## src/hdl/sst_pkg.sv

```systemverilog
// ----------------------------------------------------------------------------
// sst_pkg: shared definitions for the segment summary table
// Operation and status codes, plus the command and status groups that pass
// between the controller and the datapath.
// ----------------------------------------------------------------------------
package sst_pkg;

  typedef logic [2:0] opcode_t;
  typedef logic [2:0] status_t;

  localparam opcode_t OP_START     = 3'd0;
  localparam opcode_t OP_REC_FILE  = 3'd1;
  localparam opcode_t OP_REC_INODE = 3'd2;
  localparam opcode_t OP_RD_FILE   = 3'd3;
  localparam opcode_t OP_RD_INODE  = 3'd4;

  localparam status_t ST_OK         = 3'd0;
  localparam status_t ST_DUP        = 3'd1;
  localparam status_t ST_FILE_FULL  = 3'd2;
  localparam status_t ST_LIST_FULL  = 3'd3;
  localparam status_t ST_INODE_FULL = 3'd4;
  localparam status_t ST_BAD_INDEX  = 3'd5;

  // Commands from the controller to the datapath.
  typedef struct packed {
    logic capture;
    logic scan;
    logic rd;
    logic finish;
  } ctl_cmd_t;

  // Status from the datapath to the controller.
  typedef struct packed {
    logic match;
    logic scan_done;
  } dp_status_t;

endpackage

```

## src/hdl/sst_ctrl.sv

```systemverilog
// ----------------------------------------------------------------------------
// sst_ctrl: sequencing state machine for the segment summary table
// Accepts one beat at a time, steps the datapath through its scan or read,
// and owns the valid flag of the output register.
// ----------------------------------------------------------------------------
module sst_ctrl (
  input  logic                clk,
  input  logic                rst,
  input  logic                in_valid,
  output logic                in_stall,
  input  sst_pkg::opcode_t    opcode,
  output logic                out_valid,
  input  logic                out_stall,
  input  sst_pkg::dp_status_t dp_status,
  output sst_pkg::ctl_cmd_t   cmd
);
  import sst_pkg::*;

  localparam logic [1:0] S_IDLE = 2'd0;
  localparam logic [1:0] S_SCAN = 2'd1;
  localparam logic [1:0] S_READ = 2'd2;
  localparam logic [1:0] S_FIN  = 2'd3;

  logic [1:0] state;
  logic [1:0] state_next;
  logic       out_valid_next;
  logic       slot_free;

  assign in_stall  = (state != S_IDLE);
  assign slot_free = !out_valid || !out_stall;

  always_comb begin
    cmd            = '0;
    state_next     = state;
    out_valid_next = out_valid && out_stall;
    case (state)
      S_IDLE: begin
        if (in_valid) begin
          cmd.capture = 1'b1;
          if (opcode inside {OP_REC_FILE, OP_REC_INODE}) begin
            state_next = S_SCAN;
          end else if (opcode inside {OP_RD_FILE, OP_RD_INODE}) begin
            state_next = S_READ;
          end else begin
            state_next = S_FIN;
          end
        end
      end
      S_SCAN: begin
        cmd.scan = 1'b1;
        if (dp_status.match || dp_status.scan_done) begin
          state_next = S_FIN;
        end
      end
      S_READ: begin
        cmd.rd     = 1'b1;
        state_next = S_FIN;
      end
      S_FIN: begin
        if (slot_free) begin
          cmd.finish     = 1'b1;
          out_valid_next = 1'b1;
          state_next     = S_IDLE;
        end
      end
      default: begin
        state_next = S_IDLE;
      end
    endcase
  end

  always_ff @(posedge clk) begin
    if (rst) begin
      state     <= S_IDLE;
      out_valid <= 1'b0;
    end else begin
      state     <= state_next;
      out_valid <= out_valid_next;
    end
  end

endmodule

```

## config.mk

```make
export PLATFORM = sky130hd
export DESIGN_NAME = sst_ctrl
export DESIGN_NICKNAME = d
export VERILOG_FILES = /design/src/hdl/sst_pkg.sv /design/src/hdl/sst_ctrl.sv
export SDC_FILE = /design/constraint.sdc
export NUM_CORES = 1
export LEC_CHECK = 0
export ABC_AREA = 1
export ABC_CLOCK_PERIOD_IN_PS = 2190
export BUFFER_PORTS_ARGS = -buffer_cell sky130_fd_sc_hd__buf_2
export CAP_MARGIN = 5
export CORE_AREA = 3 3 40 42
export CTS_BUF_LIST = sky130_fd_sc_hd__clkbuf_4
export DETAILED_ROUTE_END_ITERATION = 8
export DIE_AREA = 0 0 43 45
export GPL_ROUTABILITY_DRIVEN = 0
export HOLD_SLACK_MARGIN = 0.12
export PLACE_DENSITY = 0.44
export SYNTH_ARGS = -nofsm -noshare
export SYNTH_HDL_FRONTEND = slang
export SYNTH_SLANG_ARGS = --single-unit
```

## constraint.sdc

```tcl
create_clock -name clk -period 2.19 [get_ports clk]
set_clock_uncertainty 0.05 [all_clocks]
set_input_delay 0.438 -clock clk [delete_from_list [all_inputs] [get_ports clk]]
set_output_delay 0.438 -clock clk [all_outputs]
set_load 0.05 [all_outputs]
```

* After elaboration in Yosys (flattened, before gate mapping)
Cells that the tools add are included.
Storage, ports and cells: logic and storage cells 36, input bits 9, register bits after elaboration 3
Operators by class: mux-type cells 14, reduce and logical (&&, ||, !) cells 10, eq/ne operators 10
Operators with widths (count):
- $mux W1 | 9
- $mux W2 | 4
- $pmux W2 S4 | 1
- $eq A3 B2 Y1 const B | 2
- $ne A2 B2 Y1 const B | 3
- $reduce_bool A2 Y1 | 3
- $eq A2 B2 Y1 const B | 2
- $eq A3 B1 Y1 const B | 1
- $eq A3 B3 Y1 const B | 1
- $reduce_and A3 Y1 | 1
- $eq A2 B1 Y1 const B | 1
- $logic_not A1 Y1 | 2
- $logic_not A2 Y1 | 1
- $logic_or A1 B1 Y1 | 2
- $logic_and A1 B1 Y1 | 1

* Logic depth before layout (Yosys ltp)
Gate-level depths: netlist of run 1.
depth after elaboration 6, gate-level depth with buffers 7, depth with buffers taken out 7

* Least setup slack after synthesis of run 1
Ideal clock, no wire load.
path type reg-to-output, start point reg out_valid, end point out cmd[0] in the netlist's numbering, stages on the path, launching flop included 2, path slack 0.348 ns, path buffers 0, arrival 1.354 ns, cells stage by stage dfxtp_1 > a21oi_1
RTL lines:
- start, declared | RTL line sst_ctrl.sv:12 | output logic out_valid,
- start signal, assigned | RTL line sst_ctrl.sv:78 | out_valid <= out_valid_next;
- end, declared | RTL line sst_ctrl.sv:15 | output sst_pkg::ctl_cmd_t cmd

* Worst setup path in the final report of run 1
start point reg state[0], end point out in_stall
On the way: cells in the longest elaborated chain, start to end 1
RTL lines:
- start, declared | RTL line sst_ctrl.sv:24 | logic [1:0] state;
- start signal, assigned | RTL line sst_ctrl.sv:77 | state <= state_next;
- $reduce_bool A2 Y1 | RTL line sst_ctrl.sv:29 | assign in_stall = (state != S_IDLE);
- end, declared | RTL line sst_ctrl.sv:10 | output logic in_stall,
Every way passes these cells.

==> results of run 1 <==
[sequential cells by signal (all words and copies together), names as in the netlist]
signal / cells
out_valid: 1
state: 2
[placed cells by master, fill, tap and decap left out, types with 2 or more instances in the layout]
cell type | synthesis | routed
a21oi_1 | 2 | 2
buf_2 | 0 | 14
clkbuf_4 | 0 | 4
dfxtp_1 | 3 | 3
ha_1 | 4 | 4
inv_1 | 5 | 5
inv_2 | 3 | 3
nand2_1 | 12 | 12
nand3_2 | 2 | 2
nor2_1 | 9 | 9
[critical path: stages (launching register included)]
cell and delay [ns]:
dfxtp_1 0.36, inv_2 0.06, ha_1 0.23, inv_2 0.09, buf_2 0.26
[metal layers]
metal / up-vias / global-route usage
met3: 0 / 0.0199
met5: - / 0
met1: 109 / 0.0552
met4: 0 / 0.0361
met2: 7 / 0.0928
li1: 165 / -
[layout make-up]
class,count,share of cell area
tap,15,0.0487
multi-input combinational,32,0.458
timing repair buffer,14,0.182
inverter,8,0.0779
sequential,3,0.156
clock buffer,4,0.0779
[logic make-up (layout without fill, tap and decap cells)]
logic type / after synthesis / count (layout)
fa+ha+maj: 4 / 4
buf+inv: 8 / 26
flops: 3 / 3
compound gates: 2 / 2
simple gates: 26 / 26
[power breakdown]
group / internal, mW / leakage, nW / switching [mW]
Combinational: 0.0978 / 0.194 / 0.263
Clock: 0.0803 / 0.0184 / 0.0246
Sequential: 0.0747 / 0.0248 / 0.0181
Total: 0.253 / 0.237 / 0.305
[synth_stat cells, drive strengths merged]
master   n  area share
nand2   13        0.19
inv      8        0.11
nand3    3       0.094
nor2     9        0.13
nand4    1       0.023
ha       4        0.19
a21oi    2       0.038
dfxtp    3        0.23
[through the flow]
step | setup WS [ns] | power [mW] | util
6_report | 0.479 | 0.558 | 0.300
5_1_grt | 0.432 | 0.602 | 0.300
4_1_cts | 0.456 | 0.570 | 0.300
3_5_place_dp | 0.701 | 0.461 | 0.277
3_3_place_gp | 0.720 | 0.462 | 0.277
2_1_floorplan | 0.348 | 0.396 | -
[worst max path at each step]
stage,endpoint,from,slack [ns],cells past startpoint
after CTS,in_stall,state[0]$_SDFFE_PP0P_,0.46,4
after global routing,in_stall,state[0]$_SDFFE_PP0P_,0.43,4
after global placement,in_stall,state[0]$_SDFFE_PP0P_,0.72,4
after detailed placement,in_stall,state[0]$_SDFFE_PP0P_,0.70,4
after floorplan,cmd[0],out_valid$_SDFF_PP0_,0.35,1
final,in_stall,state[0]$_SDFFE_PP0P_,0.48,4
==> impl_metrics.csv, run 1 <==
group,metric,value,unit
outcome,outcome,"complete, no violations",
logic_synthesis,synth_seq_area_share,0.225,
routing,firstDrtPassIters,2,
routing,dr_wl_met3,43,µm
final_layout,final_cell_area,385,µm²
final_layout,nNetsFinal,75,
cts,cts_root_buf,"clkbuf_4",
routing,top_layer_used,"met3",
final_layout,multiInputGateArea,176,µm²
cts,htreeDepth,1,
logic_synthesis,ys.warnings.count,0,
power_and_ir_drop,ir_worst_vdd,0.304,mV
grt,grtUsageTotal,0.0540,
cts,cts_resized,0,
worst_hold_path,holdPathStages,2,
logic_synthesis,synth_cell_types,11,
setup_path,rr_endpoint,"state[0]$_SDFFE_PP0P_",
routing,drc,0,
logic_synthesis,yosys.area_share.simple,0.437,
sta,holdWs,0.330,ns
logic_synthesis,synthAdderAreaFrac,0.188,
power_and_ir_drop,leakagePower,0.237,nW
placed_design,port_buffers,14,
logic_synthesis,synthMuxAreaShare,0,
placed_design,dpl.hpwl,477,µm
setup_path,worstPathArrival,1.22,ns
setup_path,cp-end-kind,"primary output",
setup_path,reg2regPathDepth,6,
power_and_ir_drop,power_density,1450,nW/µm²
cts,hold_buffers,0,
logic_synthesis,synth_compound_area_frac,0.0376,
worst_hold_path,whs_endpoint,"out_valid$_SDFF_PP0_",
sta,clock.fmax,585,MHz
sta,slew_violations,0,
final_layout,final_cells,76,
sta,setup_viol_count_final,0,
grt,overflow,0,
cts,clkTransAtPathRegs,0.03,ns
routing,wl_met1,219,µm
logic_synthesis,synth-seq-cells,3,
cts,post-cts-setup-buffers,0,
final_layout,syn_to_final_growth,44.6,%
routing,drt-initial-drc-count,2,
logic_synthesis,synth_cells,43,
floorplan,fp.dieH,45,µm
routing,routed_wl,516,µm
grt,grt_pass1_vias,243,
worst_hold_path,hold_path.class,"in2reg",
setup_path,r2r_start,"state[0]$_SDFFE_PP0P_",
routing,num_vias,281,
cts,cts_tree,"done",
cts,clock_path_buffers,2,
floorplan,die_x,43,µm
grt,antenna_found_initial,0,
placed_design,dp_cells,72,
setup_path,setup.worst_path.class,"reg2out",
placed_design,dpl_cell_area,355,µm²
setup_path,r2r_slack,0.98,ns
sta,setup-tns-final,0,ns
logic_synthesis,synthXorXnorAreaFrac,0,
floorplan,core-area,1280,µm²
logic_synthesis,netlist_area,267,µm²
sta,hold_viol_final,0,
logic_synthesis,synth_fp_nets,56,
floorplan,pin_count,15,
sta,worst_slew_pin_slew,0.250,ns
final_layout,diodes,0,
cts,clkLatencyLatePin,0.23,ns
sta,layout_min_cycle_time,1.71,ns
routing,ant_nets,0,
sta,rsz0062_at_grt,"false",
logic_synthesis,synth_area_per_cell,6.20,µm²
sta,slew_headroom,0.835,
final_layout,ff_latch_area,60.1,µm²
flow_run,drv_cap,0,
worst_hold_path,min_from,"rst",
setup_path,worstPathRequired,1.70,ns
routing,wl_per_cell,6.79,µm
final_layout,fillers,160,
floorplan,start_util,0.207,
cts,cts_buffers,3,
final_layout,drive_gt1_frac,0.393,
sta,finalCritPeriodShare,0.781,
routing,dr_wl_met2,253,µm
floorplan,die_area,1940,µm²
floorplan,placementRows,13,
setup_path,setup.worst_path.start_class,"register",
routing,drt-vias-per-instance,3.70,
grt,grt_pass1_wl,793,µm
setup_path,cp_max_fo,4,
logic_synthesis,synth_top_family_by_area,"simple AND/OR/NAND/NOR gates",
grt,grt_max_degree,5,
cts,cts_sinks,3,
(Power assumes the default switching activity.)
==> run 2, diff against run 1 <==
Settings changed: ABC_CLOCK_PERIOD_IN_PS 2190 to 1400, PLACE_DENSITY 0.44 to 0.45.
Clock period 2.19 ns to 1.4 ns, I/O delays scaled along.
==> run 2 against run 1 <==
Compared with the run above:
- sequential share of layout area shrank 0.83 points
- sequential cell count unchanged
- routed wire length is 9.1% higher
- clock-buffer cell count unchanged
- critical path depth unchanged
- setup slack lost 0.46 ns
- design area increased by 19%
- sequential power rose by 97%
- via count grew 4.6%
==> impl_metrics.csv, run 2 (synthesis results as in run 1) <==
group,metric,value,unit
final_layout,diodes,0,
sta,slew_violations,0,
cts,cts_tree,"done",
sta,setup-tns-final,0,ns
setup_path,cp_max_fo,3,
final_layout,nNetsFinal,75,
placed_design,dp_cells,72,
routing,routed_wl,563,µm
routing,ant_nets,0,
setup_path,reg2regPathDepth,6,
routing,firstDrtPassIters,2,
floorplan,die_area,1940,µm²
routing,drc,0,
setup_path,rr_endpoint,"state[0]$_SDFFE_PP0P_",
cts,cts_sinks,3,
sta,setup_viol_count_final,0,
power_and_ir_drop,p_sw_frac,0.503,
placed_design,dpl_cell_area,359,µm²
worst_hold_path,hold_path.class,"in2reg",
power_and_ir_drop,p_sw,0.537,mW
routing,num_vias,294,
routing,wl_per_cell,7.41,µm
grt,antenna_found_initial,0,
placed_design,port_buffers,14,
cts,cts_root_buf,"clkbuf_4",
power_and_ir_drop,pwr-share-clk,0.156,
sta,slew_headroom,0.837,
floorplan,placementRows,13,
sta,clock.fmax,722,MHz
worst_hold_path,holdPathStages,2,
cts,cts_buffers,3,
power_and_ir_drop,seqPwrFrac,0.171,
floorplan,start_util,0.207,
sta,finalCritPeriodShare,0.990,
cts,hold_buffers,0,
placed_design,dpl.hpwl,477,µm
power_and_ir_drop,leakagePower,0.244,nW
grt,grtUsageTotal,0.0615,
final_layout,drive_gt1_frac,0.508,
power_and_ir_drop,power_density,2330,nW/µm²
sta,worst_slew_pin_slew,0.247,ns
setup_path,worstPathRequired,1.07,ns
worst_hold_path,whs_endpoint,"out_valid$_SDFF_PP0_",
outcome,outcome,"complete, no violations",
flow_run,drv_cap,0,
setup_path,setup.worst_path.start_class,"register",
final_layout,final_cells,76,
final_layout,top_register,"state",
final_layout,reg_top3,"state: 2 flops, out_valid: 1 flops",
grt,grt_pass1_wl,917,µm
routing,drt-vias-per-instance,3.87,
final_layout,final_cell_area,458,µm²
sta,layout_min_cycle_time,1.39,ns
floorplan,die_x,43,µm
grt,grt_pass1_vias,262,
setup_path,r2r_slack,0.26,ns
sta,rsz0062_at_grt,"true",
grt,overflow,0,
placed_design,place_worst_setup_slack,0.0659,ns
worst_hold_path,min_from,"rst",
sta,hold_viol_final,0,
final_layout,fillers,151,
routing,drt-initial-drc-count,4,
grt,grt_max_degree,5,
final_layout,finish.utilization,0.356,
cts,htreeDepth,1,
final_layout,largest_reg_flops,2,
setup_path,worstPathArrival,1.06,ns
cts,post-cts-setup-buffers,0,
sta,final_critical_path_setup_slack,0.0146,ns
setup_path,cp-end-kind,"primary output",
power_and_ir_drop,internal_power,0.531,mW
final_layout,final_cell_mix,"nand2_1 (12), nor2_1 (9), buf_2 (9), clkbuf_4 (4)",
final_layout,final_common_cell,"nand2_1",
floorplan,fp.dieH,45,µm
cts,clkLatencyLatePin,0.23,ns
power_and_ir_drop,comb_power_share,0.673,
cts,clock_path_buffers,2,
floorplan,core-area,1280,µm²
final_layout,syn_to_final_growth,71.8,%
setup_path,r2r_start,"state[0]$_SDFFE_PP0P_",
power_and_ir_drop,ir_worst_vdd,0.553,mV
cts,clkTransAtPathRegs,0.04,ns
setup_path,setup.worst_path.class,"reg2out",
floorplan,pin_count,15,
## run 2: power groups by stage
stage                     Sequential, mW  Combinational (mW)  Clock, mW
final                              0.183               0.719      0.167
after global routing               0.189               0.777      0.182
after CTS                          0.180               0.703      0.170
after detailed placement           0.149               0.578          0
after global placement             0.147               0.580          0
after floorplan                    0.158               0.465          0
## run 2: worst max-delay path by stage
stage	from	endpoint	slack, ns
floorplan	out_valid$_SDFF_PP0_	cmd[0]	0.02
global placement	state[0]$_SDFFE_PP0P_	in_stall	0.09
detailed placement	state[0]$_SDFFE_PP0P_	in_stall	0.07
CTS	state[0]$_SDFFE_PP0P_	cmd[0]	0.004
global route	state[0]$_SDFFE_PP0P_	cmd[0]	-0.02
finish	state[0]$_SDFFE_PP0P_	cmd[0]	0.01
## run 2: critical path: stages (launching register included)
cell,delay (ns)
dfxtp_4,0.37
ha_4,0.15
inv_2,0.04
a21oi_2,0.10
buf_6,0.17
## run 2: metal layers
layer  wire (µm)  global-route usage
met3          36              0.0159
met5           0                   0
met2         280              0.0928
met1         246              0.0789
met4           0              0.0361
## run 2: per-stage QoR
step / total power [mW] / hold WS (ns)
3_5_place_dp: 0.726 / 0.410
3_3_place_gp: 0.727 / 0.408
2_1_floorplan: 0.623 / 0.299
6_report: 1.07 / 0.173
4_1_cts: 1.05 / 0.172
5_1_grt: 1.15 / 0.177
## run 2: timing repair
item / 4_1_cts / 5_1_grt
cloned: 0 / 0
resized for setup: 17 / 6
endpoints found under the setup margin: 3 / 4
pin swaps: 1 / 1
## run 2: final cells by class
| cell class | count | area, µm² | share of cell area |
|---|---|---|---|
| multi-input combinational | 32 | 205 | 0.448 |
| timing repair buffer | 14 | 101 | 0.221 |
| sequential | 3 | 67.6 | 0.148 |
| inverter | 8 | 35.0 | 0.0765 |
| clock buffer | 4 | 30.0 | 0.0656 |
| tap | 15 | 18.8 | 0.0410 |
==> run 3, diff against run 2 <==
Settings changed: ABC_CLOCK_PERIOD_IN_PS 1400 to 1200.
Clock period 1.4 ns to 1.2 ns, I/O delays scaled along.
==> run 3 against run 2 <==
Compared with the run above:
- the run now ends with negative setup slack left
- register-to-register slack worse by 0.24 ns
- total power is 44% higher
- setup slack worse by 0.19 ns
- utilization is 8.3 points higher
- design area is 23% higher
- via count is 13% higher
- sequential power hardly changed
- cell count is 9.2% higher
- global-route usage is 2.7 points higher
- first-iteration DRC count stayed put
- die area stayed put
==> impl_metrics.csv, run 3 (synthesis results as in run 1) <==
group,metric,value,unit
floorplan,fp.dieH,45,µm
power_and_ir_drop,power_density,2730,nW/µm²
cts,clock_path_buffers,2,
outcome,violations,"negative setup slack",
sta,rsz0062_at_grt,"true",
floorplan,die_area,1940,µm²
cts,cts_tree,"done",
worst_hold_path,hold_path.class,"in2reg",
grt,overflow,0,
grt,grt_pass1_vias,327,
power_and_ir_drop,leakagePower,0.292,nW
power_and_ir_drop,power.total,1.54,mW
cts,htreeDepth,1,
sta,final_critical_path_setup_slack,-0.177,ns
sta,holdWs,0.119,ns
outcome,outcome,"finished, violations left",
cts,cts_buffers,3,
setup_path,worstPathRequired,0.91,ns
cts,clkTransAtPathRegs,0.04,ns
final_layout,diodes,0,
power_and_ir_drop,ir_worst_vdd,0.901,mV
floorplan,core-area,1280,µm²
routing,drt-vias-per-instance,3.99,
placed_design,port_buffers,14,
final_layout,drive_gt1_frac,0.632,
grt,grt_max_degree,5,
setup_path,cp-end-kind,"primary output",
routing,ant_nets,0,
setup_path,setup.worst_path.class,"reg2out",
floorplan,die_x,43,µm
setup_path,setup.worst_path.start_class,"register",
sta,finalCritPeriodShare,1.15,
floorplan,start_util,0.207,
sta,slew_violations,0,
flow_run,drv_cap,0,
sta,slew_headroom,0.873,
final_layout,largest_reg_flops,2,
sta,hold_viol_final,0,
floorplan,pin_count,15,
final_layout,top_register,"state",
routing,routed_wl,689,µm
grt,grtUsageTotal,0.0889,
setup_path,worstPathArrival,1.09,ns
final_layout,final_common_cell,"nand2_1",
cts,cts_root_buf,"clkbuf_4",
final_layout,nNetsFinal,82,
floorplan,placementRows,13,
sta,worst_slew_pin_slew,0.189,ns
cts,cts_sinks,3,
placed_design,dpl.hpwl,520,µm
final_layout,final_cell_mix,"nand2_1 (10), nor2_1 (9), buf_2 (8), buf_4 (6), clkbuf_4 (5)",
grt,antenna_found_initial,0,
sta,layout_min_cycle_time,1.38,ns
setup_path,cp_max_fo,3,
routing,drc,0,
routing,num_vias,331,
grt,grt_pass1_wl,1270,µm
routing,firstDrtPassIters,2,
cts,clkLatencyLatePin,0.23,ns
final_layout,reg_top3,"state: 2 flops, out_valid: 1 flops",
sta,setup_viol_count_final,5,
sta,clock.fmax,726,MHz
routing,wl_per_cell,8.30,µm
final_layout,syn_to_final_growth,112,%
routing,drt-initial-drc-count,4,
## run 3: cell count changes in the layout (fill, tap and decap cells not counted), sizes merged
cell      delta
buf          +6
clkbuf       +1
clkinvlp     +1
inv          -1
## run 3: what timing repair did
item                       4_1_cts  5_1_grt
pin swaps                        4        3
hold endpoints to repair         0        0
buffers inserted                 1        1
setup endpoints to repair        7        8
gates resized for setup         24        3
hold buffers                     0        0
## run 3: cell type report
cell class	instances	area (µm²)
multi-input combinational	32	243
inverter	8	33.8
clock buffer	4	30.0
fill	129	721
sequential	3	63.8
tap	15	18.8
timing repair buffer	21	175
## run 3: final timing paths
path / startpoint / to / slack (ns) / depth (start not counted)
worst max-delay path: state[0]$_SDFFE_PP0P_ / cmd[3] / -0.18 / 5
worst min-delay path: rst / out_valid$_SDFF_PP0_ / 0.12 / 2
worst max register to register: state[1]$_SDFFE_PP0P_ / state[1]$_SDFFE_PP0P_ / 0.02 / 7
worst min register to register: out_valid$_SDFF_PP0_ / out_valid$_SDFF_PP0_ / 0.45 / 2
## run 3: worst max-delay path: stages, from the launching register on
cell and delay [ns]:
dfxtp_2 0.34, inv_2 0.06, ha_4 0.17, nand2_4 0.06, clkinvlp_4 0.08, buf_8 0.15
## run 3: per-stage QoR
step           utilization  worst slack [ns]  TNS, ns  instance area [µm²]  instances
3_3_place_gp         0.324           -0.0421   -0.127                  417         77
2_1_floorplan            -           -0.0110  -0.0110                  290         43
6_report             0.439            -0.177   -0.776                  564         83
3_5_place_dp         0.324           -0.0575   -0.183                  417         77
4_1_cts              0.425            -0.173   -0.802                  546         82
5_1_grt              0.439            -0.245    -1.23                  564         83
## run 3: per-layer routing
metal / GRT usage / vias up / wire length, µm
met5: 0 / - / 0
met4: 0.0542 / 0 / 14
met3: 0.0239 / 2 / 37
met2: 0.159 / 9 / 368
met1: 0.0933 / 141 / 269
li1: - / 179 / -
## run 3: power breakdown
group | switching, mW | internal, mW
Sequential | 0.0368 | 0.144
Clock | 0.0532 | 0.147
Combinational | 0.626 | 0.530
